### src/sv/dssm_pkg.sv
// ----------------------------------------------------------------------------
// Dual stack shared memory package
// Sizes, request and status codes, beat payload types and the command and
// status bundles that join the controller to the datapath.
// ----------------------------------------------------------------------------
package dssm_pkg;

  localparam int DEPTH  = 64;
  localparam int WORD_W = 32;
  localparam int ADDR_W = (DEPTH > 1) ? $clog2(DEPTH) : 1;
  localparam int CNT_W  = $clog2(DEPTH + 1);

  localparam logic [1:0] REQ_PUSH    = 2'd0;
  localparam logic [1:0] REQ_POP     = 2'd1;
  localparam logic [1:0] REQ_PEEK    = 2'd2;
  localparam logic [1:0] REQ_DISPLAY = 2'd3;

  localparam logic [1:0] ST_OK       = 2'd0;
  localparam logic [1:0] ST_OVERFLOW = 2'd1;
  localparam logic [1:0] ST_EMPTY    = 2'd2;

  typedef struct packed {
    logic [1:0]               req_type;
    logic                     stack_sel;
    logic signed [WORD_W-1:0] push_value;
  } in_item_t;

  typedef struct packed {
    logic [1:0]               status;
    logic signed [WORD_W-1:0] read_value;
    logic                     last_of_run;
  } out_item_t;

  typedef struct packed {
    logic accept;
    logic direct;
    logic issue;
    logic load_out;
  } ctrl_cmd_t;

  typedef struct packed {
    logic             needs_read;
    logic             walk_more;
    logic             full;
    logic [CNT_W-1:0] lower_cnt;
    logic [CNT_W-1:0] upper_cnt;
  } dp_stat_t;

endpackage

### src/sv/dssm_dp.sv
// ----------------------------------------------------------------------------
// Dual stack shared memory datapath
// Holds the shared word store, both stack counts, the walk pointer, the
// registered read stage and the output register.
// ----------------------------------------------------------------------------
module dssm_dp
  import dssm_pkg::*;
(
  input  logic       clk,
  input  logic       rst_n,
  input  in_item_t   in_data,
  input  ctrl_cmd_t  cmd,
  output dp_stat_t   stat,
  output out_item_t  out_data
);

  logic [WORD_W-1:0] mem [DEPTH];

  logic [CNT_W-1:0]  lower_cnt_r;
  logic [CNT_W-1:0]  upper_cnt_r;
  logic              sel_r;
  logic [CNT_W-1:0]  idx_r;
  logic [CNT_W-1:0]  end_r;
  logic [WORD_W-1:0] rd_data_r;
  logic              rd_last_r;
  out_item_t         out_r;

  logic [CNT_W-1:0]  sel_cnt;
  logic [CNT_W:0]    total;
  logic              full;
  logic              is_push;
  logic              is_pop;
  logic              nonempty;
  logic [ADDR_W-1:0] wr_addr;
  logic [ADDR_W-1:0] rd_addr;
  out_item_t         direct_res;

  always_comb begin
    sel_cnt  = in_data.stack_sel ? upper_cnt_r : lower_cnt_r;
    total    = {1'b0, lower_cnt_r} + {1'b0, upper_cnt_r};
    full     = total >= (CNT_W + 1)'(DEPTH);
    is_push  = in_data.req_type == REQ_PUSH;
    is_pop   = in_data.req_type == REQ_POP;
    nonempty = sel_cnt != '0;
    wr_addr  = in_data.stack_sel ? ADDR_W'(DEPTH - 1) - sel_cnt[ADDR_W-1:0]
                                 : sel_cnt[ADDR_W-1:0];
    rd_addr  = sel_r ? ADDR_W'(DEPTH - 1) - idx_r[ADDR_W-1:0] : idx_r[ADDR_W-1:0];

    direct_res.status      = is_push ? (full ? ST_OVERFLOW : ST_OK) : ST_EMPTY;
    direct_res.read_value  = '0;
    direct_res.last_of_run = 1'b1;

    stat.needs_read = !is_push && nonempty;
    stat.walk_more  = idx_r != end_r;
    stat.full       = full;
    stat.lower_cnt  = lower_cnt_r;
    stat.upper_cnt  = upper_cnt_r;
  end

  always_ff @(posedge clk) begin
    if (cmd.accept && is_push && !full) begin
      mem[wr_addr] <= in_data.push_value;
    end
    if (cmd.issue) begin
      rd_data_r <= mem[rd_addr];
      rd_last_r <= (idx_r + CNT_W'(1)) == end_r;
    end
    if (cmd.direct) begin
      out_r <= direct_res;
    end else if (cmd.load_out) begin
      out_r.status      <= ST_OK;
      out_r.read_value  <= rd_data_r;
      out_r.last_of_run <= rd_last_r;
    end
  end

  always_ff @(posedge clk) begin
    if (!rst_n) begin
      lower_cnt_r <= '0;
      upper_cnt_r <= '0;
      sel_r       <= 1'b0;
      idx_r       <= '0;
      end_r       <= '0;
    end else begin
      if (cmd.accept) begin
        if (is_push && !full) begin
          if (in_data.stack_sel) begin
            upper_cnt_r <= upper_cnt_r + CNT_W'(1);
          end else begin
            lower_cnt_r <= lower_cnt_r + CNT_W'(1);
          end
        end else if (is_pop && nonempty) begin
          if (in_data.stack_sel) begin
            upper_cnt_r <= upper_cnt_r - CNT_W'(1);
          end else begin
            lower_cnt_r <= lower_cnt_r - CNT_W'(1);
          end
        end
        if (!is_push && nonempty) begin
          sel_r <= in_data.stack_sel;
          idx_r <= (in_data.req_type == REQ_DISPLAY) ? '0 : sel_cnt - CNT_W'(1);
          end_r <= sel_cnt;
        end
      end else if (cmd.issue) begin
        idx_r <= idx_r + CNT_W'(1);
      end
    end
  end

  assign out_data = out_r;

endmodule

### src/sv/dssm_ctrl.sv
// ----------------------------------------------------------------------------
// Dual stack shared memory controller
// Sequences request acceptance, store reads and output beats, and keeps the
// valid flags of the read stage and the output register.
// ----------------------------------------------------------------------------
module dssm_ctrl
  import dssm_pkg::*;
(
  input  logic       clk,
  input  logic       rst_n,
  input  logic       in_valid,
  output logic       in_ready,
  input  logic       out_ready,
  output logic       out_valid,
  input  dp_stat_t   stat,
  output ctrl_cmd_t  cmd
);

  typedef enum logic {S_IDLE, S_BUSY} state_t;

  state_t state_r;
  state_t state_nxt;
  logic   pend_r;
  logic   pend_nxt;
  logic   out_valid_r;
  logic   out_valid_nxt;
  logic   out_free;

  always_comb begin
    out_free     = !out_valid_r || out_ready;
    in_ready     = (state_r == S_IDLE) && out_free;
    cmd.accept   = in_valid && in_ready;
    cmd.direct   = cmd.accept && !stat.needs_read;
    cmd.load_out = (state_r == S_BUSY) && pend_r && out_free;
    cmd.issue    = (state_r == S_BUSY) && stat.walk_more && (!pend_r || cmd.load_out);

    pend_nxt      = cmd.issue || (pend_r && !cmd.load_out);
    out_valid_nxt = cmd.direct || cmd.load_out || (out_valid_r && !out_ready);

    state_nxt = state_r;
    unique case (state_r)
      S_IDLE: begin
        if (cmd.accept && stat.needs_read) begin
          state_nxt = S_BUSY;
        end
      end
      S_BUSY: begin
        if (!cmd.issue && !stat.walk_more && (!pend_r || cmd.load_out)) begin
          state_nxt = S_IDLE;
        end
      end
      default: state_nxt = S_IDLE;
    endcase
  end

  always_ff @(posedge clk) begin
    if (!rst_n) begin
      state_r     <= S_IDLE;
      pend_r      <= 1'b0;
      out_valid_r <= 1'b0;
    end else begin
      state_r     <= state_nxt;
      pend_r      <= pend_nxt;
      out_valid_r <= out_valid_nxt;
    end
  end

  assign out_valid = out_valid_r;

endmodule

### src/sv/dual_stack_shared_memory.sv
// ----------------------------------------------------------------------------
// Dual stack shared memory
// Push and any request on an empty stack give their beat the cycle after
// acceptance; pop and peek pass it through the walk pointer, the read stage
// and the output register. Push takes one request per cycle and display gives
// one word per cycle, bound by the single registered read port, while output
// is not stalled; reads block new requests. Reset empties both stacks at once.
// ----------------------------------------------------------------------------
module dual_stack_shared_memory
  import dssm_pkg::*;
(
  input  logic      clk,
  input  logic      rst_n,
  input  logic      in_valid,
  output logic      in_ready,
  input  in_item_t  in_data,
  output logic      out_valid,
  input  logic      out_ready,
  output out_item_t out_data
);

  ctrl_cmd_t cmd;
  dp_stat_t  stat;

  dssm_ctrl u_ctrl (
    .clk       (clk),
    .rst_n     (rst_n),
    .in_valid  (in_valid),
    .in_ready  (in_ready),
    .out_ready (out_ready),
    .out_valid (out_valid),
    .stat      (stat),
    .cmd       (cmd)
  );

  dssm_dp u_dp (
    .clk      (clk),
    .rst_n    (rst_n),
    .in_data  (in_data),
    .cmd      (cmd),
    .stat     (stat),
    .out_data (out_data)
  );

  a_cnt_bound: assert property (@(posedge clk) disable iff (!rst_n)
    ({1'b0, stat.lower_cnt} + {1'b0, stat.upper_cnt}) <= (CNT_W + 1)'(DEPTH))
    else $error("Stack counts exceed the store depth.");

  a_push_grows: assert property (@(posedge clk) disable iff (!rst_n)
    (cmd.accept && in_data.req_type == REQ_PUSH && !stat.full) |=>
    ({1'b0, stat.lower_cnt} + {1'b0, stat.upper_cnt}) ==
    ($past({1'b0, stat.lower_cnt} + {1'b0, stat.upper_cnt}) + (CNT_W + 1)'(1)))
    else $error("Accepted push did not grow the stacks by one word.");

  a_ovf_last: assert property (@(posedge clk) disable iff (!rst_n)
    (out_valid && out_data.status != ST_OK) |-> out_data.last_of_run)
    else $error("Error beat is not flagged as the last of its run.");

endmodule

### config.mk
export PLATFORM = sky130hd
export DESIGN_NAME = dual_stack_shared_memory
export DESIGN_NICKNAME = d
export VERILOG_FILES = /design/src/sv/dssm_pkg.sv /design/src/sv/dssm_dp.sv /design/src/sv/dssm_ctrl.sv /design/src/sv/dual_stack_shared_memory.sv
export SDC_FILE = /design/constraint.sdc
export NUM_CORES = 2
export LEC_CHECK = 0
export BUFFER_PORTS_ARGS = -buffer_cell sky130_fd_sc_hd__buf_4
export CELL_PAD_IN_SITES_DETAIL_PLACEMENT = 2
export CELL_PAD_IN_SITES_GLOBAL_PLACEMENT = 2
export CORE_ASPECT_RATIO = 0.75
export CORE_MARGIN = 2
export CORE_UTILIZATION = 30
export DETAILED_ROUTE_END_ITERATION = 10
export PLACE_DENSITY = 0.66
export SLEW_MARGIN = 10
export SYNTH_ARGS = -nofsm -noshare
export SYNTH_HDL_FRONTEND = slang
export SYNTH_SLANG_ARGS = --single-unit
### constraint.sdc
create_clock -name clk -period 5.1 [get_ports clk]
set_clock_uncertainty 0.05 [all_clocks]
set_input_delay 0.255 -clock clk [delete_from_list [all_inputs] [get_ports clk]]
set_output_delay 0.255 -clock clk [all_outputs]
set_load 0.05 [all_outputs]
---- After elaboration in Yosys (flattened, before gate mapping) ----
Memory sizes are Yosys's and may differ from the RTL's. A register that Yosys moved wholly into a read port is not among the register bits.
Index checks and enable logic that the tools add are counted.
word-level totals
  register bits ........................... 68
  bits in writable memories ............... 2,048
  input bits .............................. 39
  output and inout port bits .............. 37
  logic and storage cells ................. 97
  memories ................................ 1
operators by class
  add/subtract/negate cells ............... 9
  $lt $le $gt $ge ......................... 1
  equal/unequal tests ..................... 9
  mux-type cells .......................... 24
  bitwise logic cells ..................... 1
  reduce and logical (&&, ||, !) cells .... 40
memories
  memory    depth  width  read ports  clocked after Yosys merged registers in  wr ports  RTL line       text
  u_dp.mem  64     32     1           1                                        1         dssm_dp.sv:17  logic [WORD_W-1:0] mem [DEPTH];
operator list
  operator                                                                              number
  7-bit two-way mux                                                                     13
  35-bit two-way mux                                                                    2
  7-bit by 1-bit adder with 7-bit output (second input constant)                        3
  7-bit by 1-bit subtractor with 7-bit output (second input constant)                   3
  1-bit logical AND                                                                     17
  6-bit two-way mux                                                                     2
  6-bit subtractor (first input constant)                                               2
  2-bit inequality test (second input constant)                                         5
  1-bit zero test                                                                       9
  7-bit by 7-bit adder with 8-bit output                                                1
  8-bit by 7-bit greater-or-equal comparator with 1-bit output (second input constant)  1
  4-bit AND reduction                                                                   2
  7-bit == test                                                                         1
  7-bit inequality test                                                                 1
  7-bit nonzero test                                                                    1
  2-bit nonzero test                                                                    3
  1-bit logical OR                                                                      5
  1-bit two-way mux                                                                     5
  2-bit AND reduction                                                                   2
  2-bit by 1-bit == test with 1-bit output (second input constant)                      1
  2-bit == test (second input constant)                                                 1
  2-bit zero test                                                                       1
  2-bit two-way mux                                                                     1
  1-bit one-hot mux with 2 select lines                                                 1
  1-bit NOT                                                                             1

---- Depth between registers and ports, before layout ----
  depth after elaboration ................. 10
  gate-level depth with buffers ........... 14
  mapped depth without buffers ............ 14

---- Hierarchy ----
A second synthesis with hierarchy kept.
second synthesis, totals
  cell total of the unflattened synthesis .. 6,485
  area, all modules ....................... 97,518.5 µm²
modules (own cells, without submodules)
  module     instances  cells an instance  area each (µm²)  seq. area each (µm²)
  dssm_dp    1          6,464              97,340.9         63,791.2
  dssm_ctrl  1          21                 177.7            60.1

---- Worst setup path before layout ----
OpenSTA, ideal clock, no wires.
  path kind ............................... reg2reg
  start ................................... register u_dp.lower_cnt_r[0]
  end ..................................... memory u_dp.mem[11][0] (enable)
  setup time .............................. 0.421 ns
  arrival time ............................ 3.606 ns
  setup slack ............................. 1.022 ns
  stages on the path, launching flop included .. 9
  buffers on the path ..................... 0
  cells stage by stage .................... dfxtp_1 ha_1 fa_1 and3b_1 o21ai_0 a21oi_1 nor4b_1 nand2_1 nor2_1
between the ends
  longest elaborated chain between the ends .. 6
  elaborated cells on any way between the ends .. 9
  classes of those cells .................. add/sub (2); order compare (1); mux (4); reduce/logical (2)
ends and longest elaborated chain
  what                                                          RTL line       text
  start, declared                                               dssm_dp.sv:19  logic [CNT_W-1:0] lower_cnt_r;
  start signal, assigned                                        dssm_dp.sv:90  lower_cnt_r <= lower_cnt_r + CNT_W'(1);
  start signal, assigned                                        dssm_dp.sv:96  lower_cnt_r <= lower_cnt_r - CNT_W'(1);
  7-bit by 7-bit adder with 8-bit output                        dssm_dp.sv:40  total = {1'b0, lower_cnt_r} + {1'b0, upper_cnt_r};
  8-bit by 7-bit greater-or-equal comparator with 1-bit output  dssm_dp.sv:41  full = total >= (CNT_W + 1)'(DEPTH);
  1-bit zero test                                               dssm_dp.sv:61  if (cmd.accept && is_push && !full) begin
  1-bit logical AND                                             dssm_dp.sv:61
  1-bit two-way mux                                             dssm_dp.sv:61
  1-bit two-way mux (implied by the code)                       dssm_dp.sv:62  mem[wr_addr] <= in_data.push_value;
  end, declared                                                 dssm_dp.sv:17
Several ways; a longest one is shown, not always the timed one.

---- Final worst setup path ----
  start ................................... register u_dp.lower_cnt_r[0]
  end ..................................... memory u_dp.mem[1][19] (enable)
The elaborated chain is that of the path after synthesis.

==> summary.md <==
| Metric | Value |
|---|---|
| Hold buffers post-CTS | `41` |
| Design area | `113000 um2` |
| CP arrival | `approximately 5.2 ns` |
| CTS buffer count | `216` |
| Slew @ Worst Pin | `roughly 1.3 ns` |
| Row count | `roughly 180` |
| CTS tree | `built` |
| Seq/Total Area, Yosys | `0.645` |
| Compound-cell area share of the yosys netlist | `0.153` |
| Routed Antenna Nets | `0` |
| Clock-pin slew on the worst setup and hold paths | `0.07 ns` |
| Vias in the first global route | `73300` |
| Crit-path max FO | `32` |
| Placed Area | `between 100000 and 150000 um2` |
| Clock sink count | `2148` |
| Total power | `44100 uW` |
| Crit-path leading delay family | `simple AND/OR/NAND/NOR gates` |
| Largest family of logic cells by synthesized area | `compound AO/OA/AOI/OAI gates` |
| Core Box Area | `about 330000 um2` |
| Simple-gate portion of the synthesized area | `0.0283` |
| CP required | `5.53 ns` |
| Xor/xnor cell area share of the yosys netlist | `0.00273` |
| Final nets | `about 6600` |
| Synth Cell Area | `about 99000 um2` |
| Deepest clock path buffer count | `4` |
| Clock Latency Late Sink | `about 0.9 ns` |
| Detail Placement HPWL | `around 230000 um` |
| Crit path top cell by count | `buf_4` |
| Run status | `finished, final reports clean` |
| Top FF cell, synth | `edfxtp_1` |
| Final Max Slew Viols | `0` |
| Ys Warns | `0` |
| CP max stage delay | `about 0.70 ns` |
| Register bit total from synthesis | `2148` |
| Post-synth top cells | `edfxtp_1 (2083), mux2_2 (672), o221ai_1 (627)` |
| Critical path's slowest cell | `nor4_1` |
| Lkg Pwr | `0.0337 uW` |
| Post_cts resized | `0` |
| RSZ-0062 raised after global routing | `no` |
| Post-synth EDFFs | `2083` |
| Gr usage total | `0.226` |
| Final hold viol count | `0` |
| Setup Fix Bufs, Post-CTS | `0` |
| Worst setup SP type | `flip-flop` |
| Routability congestion estimate | `between 0.8 and 0.9` |
| Share of the synthesized area in the top cell type | `0.632` |
| Die H | `roughly 500 um` |
| First drt pass iteration count | `10` |
| Starting Density | `0.302` |
| CP Buf/Inv Count | `3` |
| Overflow after GRT | `0` |
| Minimum clock period | `4.76 ns` |
| Fillers | `between 30000 and 40000` |
| Area Overhead vs Synth | `14.1%` |
| Port Buffers | `75` |
| Pwr per Cell Area | `390 nW/um2` |
| Post-synthesis mux area share | `0.135` |
| Fmax | `between 200 and 250 MHz` |
| Largest net degree at the start of global routing | `169` |
| Adder-cell share of the synthesized area | `0.00326` |
| Syn avg cell area | `15.2 um2` |
| Syn Nets | `~6600` |
| Cell count after synthesis | `6533` |
| First-pass GRT wire length | `551000 um` |
| Routed len/inst | `approximately 35 um` |
| Die area | `between 300000 and 400000 um2` |
| Part of the cycle the worst path needs | `0.934` |
| Die width | `about 670 um` |
| Setup-failing EPs final | `0` |
| Async S/R FF share, synth | `0` |
| Total routed wirelength | `around 390000 um` |
| Layout cells sized above 1 | `0.245` |
| Setup TNS | `0 ns` |
| MaxCap Viol Count | `0` |
| Ports | `between 70 and 80` |
| Crit. End Element | `flip-flop` |
| Drt via density | `about 6.2` |
| Yosys cell types | `76` |
| CTS H-tree lvls | `4` |
| Initial DRC Count | `8783` |
| Critical Path, Cell by Cell | `ha_1, fa_1, and3b_1, o21ai_0, a21oi_1, nor4_1, buf_4, nand2_1, buf_4, nor2_4, buf_4` |
| Count leader, synth | `edfxtp_1` |
| Worst VDD drop | `0.264 mV` |
| Via count | `~70000` |
| Root buf cell | `clkbuf_16` |
| Area leader, netlist | `edfxtp_1` |
| Hold Path Class | `input port to flip-flop` |
| Slew margin rel. | `0.107` |
| DRC | `0` |
| Antenna violations before repair | `39` |
| Critical path class | `flip-flop to flip-flop` |
| Most area-consuming cells after synthesis | `edfxtp_1 (63%), mux2_2 (7.6%), o221ai_1 (5.5%)` |
layout by cell type (no fill, tap or decap), types with 68 or more instances in the layout:
cell,count
a21oi_1,68
a222oi_1,76
a22oi_1,351
buf_4,352
clkbuf_16,219
edfxtp_1,2083
mux2_2,672
mux2i_1,212
mux4_2,163
nand2_1,201
nor2_4,68
nor3_1,70
o21ai_0,212
o221ai_1,627
o22ai_1,405
sequential cells by signal, indices dropped and copies added, names as in the netlist:
signal            cells
u_dp.upper_cnt_r      7
u_dp.rd_data_r       32
u_ctrl.out_valid      1
u_ctrl.state_r        1
u_dp.sel_r            1
u_dp.end_r            7
u_dp.out_data        35
u_dp.mem           2048
u_dp.idx_r            7
u_ctrl.pend_r         1
u_dp.rd_last_r        1
u_dp.lower_cnt_r      7
power by group:
part / switching [uW] / internal [uW]
combinational: 5750 / 2980
sequential: 190 / 19500
clock: 7190 / 8500
total: 13100 / 31000
per-stage QoR:
stage | setup slack, ns | hold WS [ns] | cells | utilization
5_1_grt | 0.191 | 0.0317 | 11200 | 0.344
3_3_place_gp | 0.416 | 0.399 | 10700 | 0.323
3_5_place_dp | 0.462 | 0.405 | 10700 | 0.323
6_report | 0.337 | 0.0634 | 11200 | 0.345
4_1_cts | 0.420 | 0.0101 | 11200 | 0.344
2_1_floorplan | 1.02 | 0.304 | 6533 | -
worst reg2reg max path: cells and delay by family (launching register included):
family / cells / cell delay, ns
adder cells (fa/ha/maj): 2 / 0.66
AO/OA/AOI/OAI: 2 / 0.45
buffers and inverters: 3 / 1.28
flip-flops: 1 / 0.41
AND/OR/NAND/NOR: 4 / 1.44
path summary, 6_finish.rpt:
kind,slack (ns),cells after the start,to,from
max,0.34,11,u_dp.mem[1][19],u_dp.lower_cnt_r[0]
max reg2reg,0.34,11,u_dp.mem[1][19],u_dp.lower_cnt_r[0]
min,0.06,1,u_dp.mem[38][14],in_data[14]
min reg2reg,0.41,2,u_dp.out_data[26],u_dp.out_data[26]
final cells by class:
| type | count | area (um2) | area share |
|---|---|---|---|
| Sequential cell | 2148 | 63900 | 0.565 |
| Multi-Input combinational cell | 3720 | 32700 | 0.289 |
| Clock buffer | 267 | 5700 | 0.0504 |
| Tap cell | 4416 | 5530 | 0.0489 |
| Timing Repair Buffer | 451 | 4200 | 0.0372 |
| Clock inverter | 109 | 876 | 0.00775 |
| Inverter | 42 | 158 | 0.00139 |
| Antenna cell | 17 | 42.5 | 0.000376 |
logic make-up (layout without fill, tap and decap cells):
| logic type | count (synthesis) | in the layout |
|---|---|---|
| flip-flops | 2148 | 2148 |
| AO/OA/AOI/OAI | 2019 | 2019 |
| multiplexers | 1047 | 1047 |
| buffers and inverters | 665 | 869 |
| AND/OR/NAND/NOR | 600 | 600 |
| XOR/XNOR | 30 | 30 |
| adder cells (fa/ha/maj) | 24 | 24 |
| other | 0 | 17 |
metal layers:
| metal | track usage | wire, um | vias up |
|---|---|---|---|
| met4 | 0.0660 | 11200 | 10 |
| met2 | 0.343 | 173000 | 3282 |
| li1 | - | - | 27800 |
| met1 | 0.322 | 172000 | 37800 |
| met3 | 0.0490 | 35700 | 596 |
| met5 | 0 | 89 | - |
No activity file was read; power rests on OpenSTA's default activity.
